### src/sv/rhct_ram.sv
// Generic single-clock RAM with one write port and one registered read port.
module rhct_ram #(
  parameter int unsigned WIDTH = 8,
  parameter int unsigned DEPTH = 16
) (
  input  logic                                   clk_i,
  input  logic                                   we_i,
  input  logic [((DEPTH > 1) ? $clog2(DEPTH) : 1)-1:0] waddr_i,
  input  logic [WIDTH-1:0]                       wdata_i,
  input  logic [((DEPTH > 1) ? $clog2(DEPTH) : 1)-1:0] raddr_i,
  output logic [WIDTH-1:0]                       rdata_o
);

  logic [WIDTH-1:0] mem_q [DEPTH];
  logic [WIDTH-1:0] rdata_q;

  // Write, then register the read word
  always_ff @(posedge clk_i) begin
    if (we_i) begin
      mem_q[waddr_i] <= wdata_i;
    end
    rdata_q <= mem_q[raddr_i];
  end

  assign rdata_o = rdata_q;

endmodule

### config.mk
export PLATFORM = sky130hd
export DESIGN_NAME = rhct_ram
export DESIGN_NICKNAME = d
export VERILOG_FILES = /design/src/sv/rhct_ram.sv
export SDC_FILE = /design/constraint.sdc
export NUM_CORES = 1
export LEC_CHECK = 0
export BUFFER_PORTS_ARGS = -buffer_cell sky130_fd_sc_hd__buf_2
export CORE_MARGIN = 1.5
export CORE_UTILIZATION = 54
export DETAILED_ROUTE_END_ITERATION = 16
export HOLD_SLACK_MARGIN = 0.06
export PLACE_DENSITY = 0.8
export SLEW_MARGIN = 20
export SYNTH_ARGS = -nofsm -noshare
export SYNTH_HDL_FRONTEND = slang
export SYNTH_SLANG_ARGS = --single-unit
### constraint.sdc
create_clock -name clk_i -period 2.7 [get_ports clk_i]
set_input_delay 0.27 -clock clk_i [delete_from_list [all_inputs] [get_ports clk_i]]
set_output_delay 0.27 -clock clk_i [all_outputs]
set_load 0.05 [all_outputs]
==> results_dict.tcl <==
set metrics [dict create \
    synth_area_um2 5147 \
    finalWirelength_um 9931 \
    hp-class "in2reg" \
    synth_xor_area_share_pct 0 \
    drtAntennaViolNets 0 \
    core-area_um2 9240 \
    layout-drive-gt1-share_pct 29.23 \
    cts_tree "done" \
    finalPower_uw 4891 \
    crit_buf_inv 1 \
    fin_tns_setup_ns 0 \
    cts_resized 0 \
    rsz0062_at_grt "false" \
    cts.sinks 136 \
    cpPeakStageDelay_ns 0.72 \
    area.growth.synth_to_final_pct 16.46 \
    synth_top_family_by_area "multiplexers" \
    holdBufCountCts 0 \
    cp.depth 3 \
    crit_start "waddr_i[2]" \
    drv_cap 0 \
    tightest_slew_ns 0.9096 \
    firstDrtPassIters 4 \
    cp.arrival_ns 1.62 \
    crit_fanout 8 \
    grt_pass1_wl_um 14730 \
    grtUsageTotal_pct 21.56 \
    ir_drop_mv 0.7461 \
    relSlewSlack_pct 39.13 \
    drt_iter0_drc 228 \
    whs_endpoint "mem_q[9][6]" \
    synth-compound-area-share_pct 2.333 \
    hold_viol_final 0 \
    antenna_found_initial 0 \
    synthFlopType "edfxtp_1" \
    clockBufferDepth 2 \
    grt_pass1_vias 2491 \
    clk_latency_ns 0.52 \
    die_area_um2 10130 \
    synth_edf_count 128 \
    max_freq_mhz 677.8 \
    worstReg2RegEnd "rdata_o[6]" \
    timing.rr.start "mem_q[3][6]" \
    power.density_nw_per_um2 816.0 \
    ff2ff_setup_slack_ns 1.30 \
    grt_max_degree 33 \
    synthArstFlopShare_pct 0 \
    critPathTopFamily "simple AND/OR/NAND/NOR gates" \
    hold_path_depth 1 \
    synth_seq_cells 136 \
    start_kind "input pin" \
    core.rowCount 35 \
    grt_overflow 0 \
    synthTopCellsByArea "edfxtp_1 (75%), mux4_2 (7.9%), mux4_1 (7.1%), dfxtp_1 (3.1%), a22oi_1 (2.3%)" \
    synth_top_cell_by_area "edfxtp_1" \
    synth_common_cells "edfxtp_1 (128), mux4_2 (18), a22oi_1 (16)" \
    synthMuxAreaShare_pct 15.02 \
    viasPerCell 5.956 \
    drv_slew 0 \
    setup_violations 0 \
    final_nets 289 \
    remaining_drc_errors 0 \
    finClkSkew_ns 0.007420 \
    routedWlPerCell_um 24.05 \
    cp-end-kind "flop" \
    start_util_pct 55.71 \
    place_hpwl_um 6137 \
    die_y_um 100.6 \
    critical_path_class "in2reg" \
    vias 2460 \
    syn_nets 247 \
    yosysMostFrequentCell "edfxtp_1" \
    yosysSeqAreaShare_pct 77.78 \
    fin_cells 413 \
    ctsRootBufferMaster "clkbuf_8" \
    io_buffers 25 \
    status "finished clean" \
    fin_hold_ws_ns 0.1348 \
    reg2reg_depth 3 \
    htreeDepth 4 \
    cp_slowest_cell "nor2_1" \
    antenna_cells 0 \
    syn_area_per_cell_um2 22.48 \
    cts_setup_buffers 0 \
    synth_cells 229 \
    hp-start "wdata_i[6]" \
    leakage_uw 0.002019 \
    finalWorstPathRequiredPeriod_ns 1.475 \
    synthAdderAreaFrac_pct 0 \
    synthDistinctLibCells 19 \
    place.gp.congestion 0.8562 \
    crit_chain "buf_2, or3b_2, nor2_1" \
    yosys.area_share.simple_pct 3.184 \
    required_ns 2.84 \
    cts_buffers 17 \
    fin_crit_sh_pct 54.64 \
    die_width_um 100.6 \
    synth_top_cell_area_share_pct 74.67 \
    io_pins 26 \
    clkSlewWorstSetupHoldPaths_ns 0.06 \
    yosys_warnings 0 \
    place_inst 381 \
]
## worst max path at each step
stage / end / slack, ns
after CTS: mem_q[2][5] / 1.24
after floorplan: mem_q[0][0] / 0.94
final: mem_q[2][6] / 1.22
after global placement: mem_q[2][6] / 0.80
after detailed placement: mem_q[2][6] / 0.70
after global routing: mem_q[2][5] / 1.17
## sequential cells by signal, indices dropped and copies added (netlist names)
register,flops
mem_q,128
rdata_o,8
## metrics by stage
step           instance area, um^2  util (%)  worst slack, ns
3_3_place_gp                  5408     58.52           0.7968
6_report                      5995     64.87            1.225
4_1_cts                       5995     64.87            1.239
5_1_grt                       5995     64.87            1.172
2_1_floorplan                 5147         -           0.9371
3_5_place_dp                  5408     58.52           0.7041
## final cells by class
class                      instances  area (um^2)
clock buffer                      19        431.7
clock inverter                    13        155.1
fill                             588         3246
multi-input combinational         83         1057
sequential                       136         4004
tap                              129        161.4
timing repair buffer              33        185.2
## power breakdown
part / internal, uW / switching [uW] / leakage [uW] / total [uW]
combinational: 87.6 / 169 / 0.000512 / 257
clock: 1420 / 834 / 0.000283 / 2260
sequential: 2360 / 16.5 / 0.00122 / 2380
total: 3870 / 1020 / 0.00202 / 4890
## per-layer routing
metal / GRT usage, % / share of wire [%] / up-vias
met4: 6.609 / 1.4 / 0
met5: 0 / 0 / -
met1: 29.71 / 39 / 1263
met2: 33.94 / 50 / 132
met3: 6.241 / 9.2 / 9
li1: - / - / 1056
## placed cells by master (no fill, tap or decap), types with 2 or more instances in the layout
cell type   instances
buf_4               8
clkinvlp_4          3
edfxtp_1          128
clkinv_4            2
clkinv_2            5
buf_2              25
bufinv_16           3
nand3b_1            2
nand2b_1            2
clkbuf_16          16
nor2_1             13
a22oi_1            16
nand2_1             9
clkbuf_8            2
mux4_2             18
mux4_1             14
nor3_1              4
dfxtp_1             8
## worst register-to-register path: stages (launching register included)
cell and delay [ns]:
edfxtp_1 0.37, mux4_2 0.49, a22oi_1 0.29, nand2_1 0.12
## kinds of logic (layout without fill, tap and decap cells)
group,after synthesis,after routing
multiplexers,32,32
AO/OA/AOI/OAI,16,16
flip-flops,136,136
AND/OR/NAND/NOR,35,35
buffers and inverters,10,65
No activity file was read; power rests on OpenSTA's default activity.
